## src/tki_pkg.sv

```systemverilog
// types and constants shared by the top-k insertion block
// no dependencies
package tki_pkg;

	localparam logic OP_INSERT = 1'b0;
	localparam logic OP_READ   = 1'b1;

	localparam logic signed [31:0] SCORE_MIN = 32'sh8000_0000;

	typedef struct packed {
		logic               operation;
		logic signed [31:0] score;
		logic        [31:0] tag;
		logic        [2:0]  read_rank;
	} tki_cmd_t;

	typedef struct packed {
		logic               accepted;
		logic        [2:0]  landed_slot;
		logic signed [31:0] read_score;
		logic        [31:0] read_tag;
	} tki_result_t;

	// head of the command queue as seen by the back end
	typedef struct packed {
		logic     valid;
		tki_cmd_t cmd;
	} tki_queue_t;

endpackage

```

## src/top_k_insert_with_tag.sv

```systemverilog
// top level of the top-k score keeper with tags
// depends on tki_pkg, tki_front, tki_back

// Keeps the DEPTH largest signed scores offered, each with its tag, sorted
// ascending (slot 0 smallest). A command is taken when start is high and busy
// is low; its result shows on result for one cycle with done high, after the
// queue and result registers; it cannot be held off. The back end handles
// one command per cycle, since every slot of the table compares against the
// new score at once and shifts in the same cycle, so commands may be issued
// every cycle and busy stays low in steady use. The table resets to the
// minimum score with tag 0.
module top_k_insert_with_tag import tki_pkg::*; #(
	parameter int DEPTH = 8
) (
	input  logic        clk,
	input  logic        arst_n,
	input  logic        start,
	output logic        busy,
	input  tki_cmd_t    cmd,
	output logic        done,
	output tki_result_t result
);

	tki_queue_t head;
	logic       pop;

	tki_front u_front (
		.clk    (clk),
		.arst_n (arst_n),
		.start  (start),
		.busy   (busy),
		.cmd    (cmd),
		.pop    (pop),
		.head   (head)
	);

	tki_back #(
		.DEPTH (DEPTH)
	) u_back (
		.clk    (clk),
		.arst_n (arst_n),
		.head   (head),
		.pop    (pop),
		.done   (done),
		.result (result)
	);

`ifndef NO_ASSERTIONS
	a_done_from_queue: assert property (@(posedge clk) disable iff (!arst_n)
		done |-> $past(head.valid))
		else $error("result without a queued transaction");

	a_taken_queued: assert property (@(posedge clk) disable iff (!arst_n)
		start && !busy |=> head.valid)
		else $error("accepted transaction missing from queue");

	a_insert_fields: assert property (@(posedge clk) disable iff (!arst_n)
		done && result.accepted |-> result.read_score == 0 && result.read_tag == 0)
		else $error("insert result carries read data");
`endif

endmodule

```

## src/tki_front.sv

```systemverilog
// front end: takes commands and holds them in a two-entry queue
// depends on tki_pkg
module tki_front import tki_pkg::*; (
	input  logic       clk,
	input  logic       arst_n,
	input  logic       start,
	output logic       busy,
	input  tki_cmd_t   cmd,
	input  logic       pop,
	output tki_queue_t head
);

	tki_cmd_t   entry_q [2];
	logic       wr_ptr_q;
	logic       rd_ptr_q;
	logic [1:0] count_q;
	logic       push;

	assign busy = (count_q == 2'd2);
	assign push = start && !busy;

	assign head.valid = (count_q != 2'd0);
	assign head.cmd   = entry_q[rd_ptr_q];

	always_ff @(posedge clk) begin
		if (push) begin
			entry_q[wr_ptr_q] <= cmd;
		end
	end

	always_ff @(posedge clk or negedge arst_n) begin
		if (!arst_n) begin
			wr_ptr_q <= 1'b0;
			rd_ptr_q <= 1'b0;
			count_q  <= 2'd0;
		end else begin
			if (push) begin
				wr_ptr_q <= !wr_ptr_q;
			end
			if (pop) begin
				rd_ptr_q <= !rd_ptr_q;
			end
			case ({push, pop})
				2'b10:   count_q <= count_q + 2'd1;
				2'b01:   count_q <= count_q - 2'd1;
				default: count_q <= count_q;
			endcase
		end
	end

endmodule

```

## src/tki_back.sv

```systemverilog
// back end: sorted score table as a row of compare-and-shift cells
// depends on tki_pkg
module tki_back import tki_pkg::*; #(
	parameter int DEPTH = 8
) (
	input  logic        clk,
	input  logic        arst_n,
	input  tki_queue_t  head,
	output logic        pop,
	output logic        done,
	output tki_result_t result
);

	localparam int IW = $clog2(DEPTH);
	localparam int RW = (IW > 3) ? IW : 3;

	logic signed [31:0] score_q [DEPTH];
	logic        [31:0] tag_q   [DEPTH];
	logic signed [31:0] score_nxt [DEPTH];
	logic        [31:0] tag_nxt   [DEPTH];
	logic [DEPTH-1:0]   lt;
	logic               take;
	logic [RW-1:0]      pos;
	logic [RW-1:0]      rank_ext;
	logic               rank_ok;
	tki_result_t        res_nxt;
	logic               done_q;
	tki_result_t        result_q;

	assign pop = head.valid;

	// lt is a thermometer since the table stays sorted
	always_comb begin
		for (int i = 0; i < DEPTH; i++) begin
			lt[i] = score_q[i] < head.cmd.score;
		end
		take = head.valid && (head.cmd.operation == OP_INSERT) && lt[0];

		pos = '0;
		for (int i = 1; i < DEPTH; i++) begin
			if (lt[i] && ((i == DEPTH - 1) || !lt[(i + 1) % DEPTH])) begin
				pos = pos | RW'(i);
			end
		end

		// each cell takes its upper neighbor, the new entry, or holds
		for (int i = 0; i < DEPTH; i++) begin
			score_nxt[i] = score_q[i];
			tag_nxt[i]   = tag_q[i];
			if ((i < DEPTH - 1) && lt[(i + 1) % DEPTH]) begin
				score_nxt[i] = score_q[(i + 1) % DEPTH];
				tag_nxt[i]   = tag_q[(i + 1) % DEPTH];
			end else if (lt[i]) begin
				score_nxt[i] = head.cmd.score;
				tag_nxt[i]   = head.cmd.tag;
			end
		end

		rank_ext = RW'(head.cmd.read_rank);
		rank_ok  = ({1'b0, rank_ext} < (RW + 1)'(DEPTH));

		res_nxt = '0;
		if (head.cmd.operation == OP_INSERT) begin
			if (lt[0]) begin
				res_nxt.accepted    = 1'b1;
				res_nxt.landed_slot = pos[2:0];
			end
		end else if (rank_ok) begin
			res_nxt.read_score = score_q[rank_ext[IW-1:0]];
			res_nxt.read_tag   = tag_q[rank_ext[IW-1:0]];
		end
	end

	always_ff @(posedge clk or negedge arst_n) begin
		if (!arst_n) begin
			for (int i = 0; i < DEPTH; i++) begin
				score_q[i] <= SCORE_MIN;
				tag_q[i]   <= '0;
			end
		end else if (take) begin
			for (int i = 0; i < DEPTH; i++) begin
				score_q[i] <= score_nxt[i];
				tag_q[i]   <= tag_nxt[i];
			end
		end
	end

	always_ff @(posedge clk or negedge arst_n) begin
		if (!arst_n) begin
			done_q <= 1'b0;
		end else begin
			done_q <= head.valid;
		end
	end

	always_ff @(posedge clk) begin
		if (head.valid) begin
			result_q <= res_nxt;
		end
	end

	assign done   = done_q;
	assign result = result_q;

endmodule

```

## config.mk

```make
export PLATFORM = sky130hd
export DESIGN_NAME = top_k_insert_with_tag
export DESIGN_NICKNAME = d
export VERILOG_FILES = /design/src/tki_pkg.sv /design/src/top_k_insert_with_tag.sv /design/src/tki_front.sv /design/src/tki_back.sv
export SDC_FILE = /design/constraint.sdc
export NUM_CORES = 1
export LEC_CHECK = 0
export BUFFER_PORTS_ARGS = -buffer_cell sky130_fd_sc_hd__buf_2
export CORE_UTILIZATION = 44
export DETAILED_ROUTE_END_ITERATION = 10
export REMOVE_ABC_BUFFERS = 1
export SETUP_SLACK_MARGIN = 0.02
export SYNTH_ARGS = -nofsm -noshare
export SYNTH_HDL_FRONTEND = slang
export SYNTH_SLANG_ARGS = --single-unit
```

## constraint.sdc

```tcl
create_clock -name clk -period 6.1 [get_ports clk]
set_clock_uncertainty 0.15 [all_clocks]
set_input_delay 0.305 -clock clk [delete_from_list [all_inputs] [get_ports clk]]
set_output_delay 0.305 -clock clk [all_outputs]
set_load 0.01 [all_outputs]
```

==> flow_summary.toml <==
[outcome]
status = "complete, no violations"

[cts]
cts_max_level = 3
cts_setup_buffers = 0
cts_made_buffers = 82
postCtsHoldBufs = 70
clock_sinks = 721
cts_tree = "yes"
clk_pin_slew_ns = 0.06
clock_latency_ns = 0.64
cts_resized = 0
root_buffer = "clkbuf_16"
clockBufferDepth = 3

[sta]
slew_headroom_pct = 22.84
max_freq_mhz = 175.8
fin_crit_sh_pct = 93.24
hold_violations = 0
final_max_slew_viol_count = 0
hold-worst-slack_ns = 0.2225
setup_violations = 0
worstMarginPinSlew_ns = 1.157
rsz0062_at_grt = "no"
finalCriticalPeriod_ns = 5.688
setup_slack_ns = 0.4121

[drt]
vias = 28170
drtAntennaViolNets = 0
avgRoutedWirePerCell_um = 26.17
drtPass1Iterations = 6
drtIter0Drc = 2007
finalWirelength_um = 121300
vias_per_cell = 6.080
drc = 0

[setup_path]
critPathLaunchType = "flip-flop"
cp_data_required_time_ns = 6.46
critical_path_depth = 12
crit_slowest_cell = "dfrtp_4"
rr_worst_depth = 12
cp_data_arrival_time_ns = 6.05
cp_cell_sequence = "mux2_2 -> inv_1 -> ha_1 -> nand4_1 -> or4_1 -> or4_1 -> a311oi_2 -> nor4_2 -> mux2i_4 -> nor2_4 -> buf_4 -> mux2_2"
cp_max_fo = 45
critPathTopFamily = "simple AND/OR/NAND/NOR gates"
worstSetupPathType = "reg -> reg"
path_buf_inv = 2
end_kind = "flip-flop"
cp_slowest_stage_delay_ns = 0.77

[floorplan]
die_y_um = 305.3
fp.coreArea_mm2 = 0.09056
io_pins = 141
die_area_mm2 = 0.09321
fp.dieW_um = 305.3
initial_core_util_pct = 44.69
rows = 110

[synth]
synth.distinct_cells = 68
synthFlopType = "dfrtp_1"
synth_edf_count = 204
synthDominantCellAreaShare_pct = 31.47
syn_area_per_cell_um2 = 12.64
ys_seq_area_share_pct = 47.12
ys_ff_latch = 721
post-synth-top-area-cell = "dfrtp_1"
ys_warn_count = 0
synthArstFlopShare_pct = 71.71
syn-instance-count = 3201
syn_area_mm2 = 0.04048
synth_area_leaders = "dfrtp_1 31%, edfxtp_1 15%, mux2_2 11%"

[place]
dp_slack_ns = 0.4414
hpwlAfterDp_um = 75260
place_inst = 4412
port_buffers = 140
gp_congestion = 0.9459

[grt]
grt_max_degree = 120
track_usage_pct = 26.26
grt.overflow.total = 0
grt_pass1_wl_um = 187300
antenna_found_initial = 1
grt_pass1_vias = 29750

[run]
max-cap-violations = 0

[cells_and_area]
drive_gt1_share_pct = 26.14
n_antenna_cell = 0
area_growth_syn_to_layout_pct = 14.33
instances_no_fill = 4634
fin_nets = 3710

[worst_hold_path]
hold_path.class = "in -> async"
-- logic make-up after synthesis --
| logic type | Yosys count | synth area share [%] |
|---|---|---|
| AND/OR/NAND/NOR | 469 | 4.958 |
| multiplexers | 937 | 29.43 |
| flip-flops | 721 | 47.12 |
| XOR/XNOR | 8 | 0.1731 |
| buffers and inverters | 236 | 2.488 |
| adder cells (fa/ha/maj) | 249 | 7.697 |
| AO/OA/AOI/OAI | 581 | 8.130 |
-- Yosys cell counts, types with 9 or more instances --
cell type  count
a21o_1        38
ha_1         249
and4_1         9
inv_1         50
nor2_1        68
nand3_1       10
buf_1         25
mux2_2       400
a21oi_1      175
nand4_1       33
dfrtp_1      509
mux2_1       334
o211ai_1      11
o21ai_0      286
mux4_2       128
nand2_1      307
clkbuf_1     113
edfxtp_1     204
buf_2         34
mux2i_1       74
-- flip-flops by register name, summed over array words and instances, names as in the netlist --
name	count
u_back.done	1
u_back.result	68
u_back.score_q	256
u_back.tag_q	256
u_front.count_q	2
u_front.entry_q	136
u_front.rd_ptr_q	1
u_front.wr_ptr_q	1
-- per-layer routing --
layer	vias up	GRT usage (%)	wire (um)
li1	12410	-	-
met1	14580	35.95	53470
met2	969	42.95	57570
met4	2	8.029	3253
met5	-	0	8
met3	211	4.021	6971
-- path summary, 6_finish.rpt --
kind / start / to / slack (ns)
max: u_front.rd_ptr_q / u_back.tag_q[7] / 0.41
max in group asynchronous: arst_n / u_front.rd_ptr_q / 4.03
min in group clk: cmd[6] / u_front.entry_q[0][6] / 0.23
max reg2reg: u_front.rd_ptr_q / u_back.tag_q[7] / 0.41
min: arst_n / u_back.tag_q[211] / 0.22
min reg2reg: u_back.tag_q[245] / u_back.tag_q[245] / 0.33
-- cells in the final DEF, fill, tap and decap left out, types with 5 or more instances in the layout --
master	netlist	final
a2111oi_0	6	6
a211oi_1	7	7
a21o_1	38	37
a21oi_1	175	173
a21oi_4	0	5
a221oi_1	7	7
and4_1	9	9
buf_12	0	27
buf_2	34	139
buf_4	7	54
clkbuf_1	113	23
clkbuf_16	0	82
clkbuf_8	0	6
clkinv_1	0	11
clkinv_2	0	10
dfrtp_1	509	508
dfstp_2	8	8
dlygate4sd3_1	0	70
edfxtp_1	204	204
ha_1	249	249
inv_1	50	49
mux2_1	334	334
mux2_2	400	399
mux2i_1	74	70
mux2i_4	1	5
mux4_2	128	128
nand2_1	307	307
nand2b_1	5	5
nand3_1	10	10
nand4_1	33	33
nor2_1	68	66
nor3_1	8	8
nor4_1	5	5
o211ai_1	11	11
o21a_1	5	5
o21ai_0	286	286
xnor2_1	6	6
-- per-stage QoR --
step	cell area, um2	utilization (%)	TNS (ns)
floorplan	39660	-	-2734.03
global placement	42980	47.46	0
detailed placement	42980	47.46	0
CTS	46280	51.10	0
global route	46280	51.10	0
finish	46280	51.10	0
-- final cells by class --
| class | count | area (um2) |
|---|---|---|
| Clock inverter | 41 | 374.1 |
| Multi-Input combinational cell | 2244 | 20590 |
| Clock buffer | 111 | 2221 |
| Fill cell | 7810 | 44290 |
| Inverter | 50 | 190.2 |
| Sequential cell | 721 | 19080 |
| Tap cell | 1176 | 1471 |
| Timing Repair Buffer | 291 | 2357 |
Power is left out: the tool's default activity adds up to more than one toggle a clock period on the data nets, which glitch-free logic cannot reach.
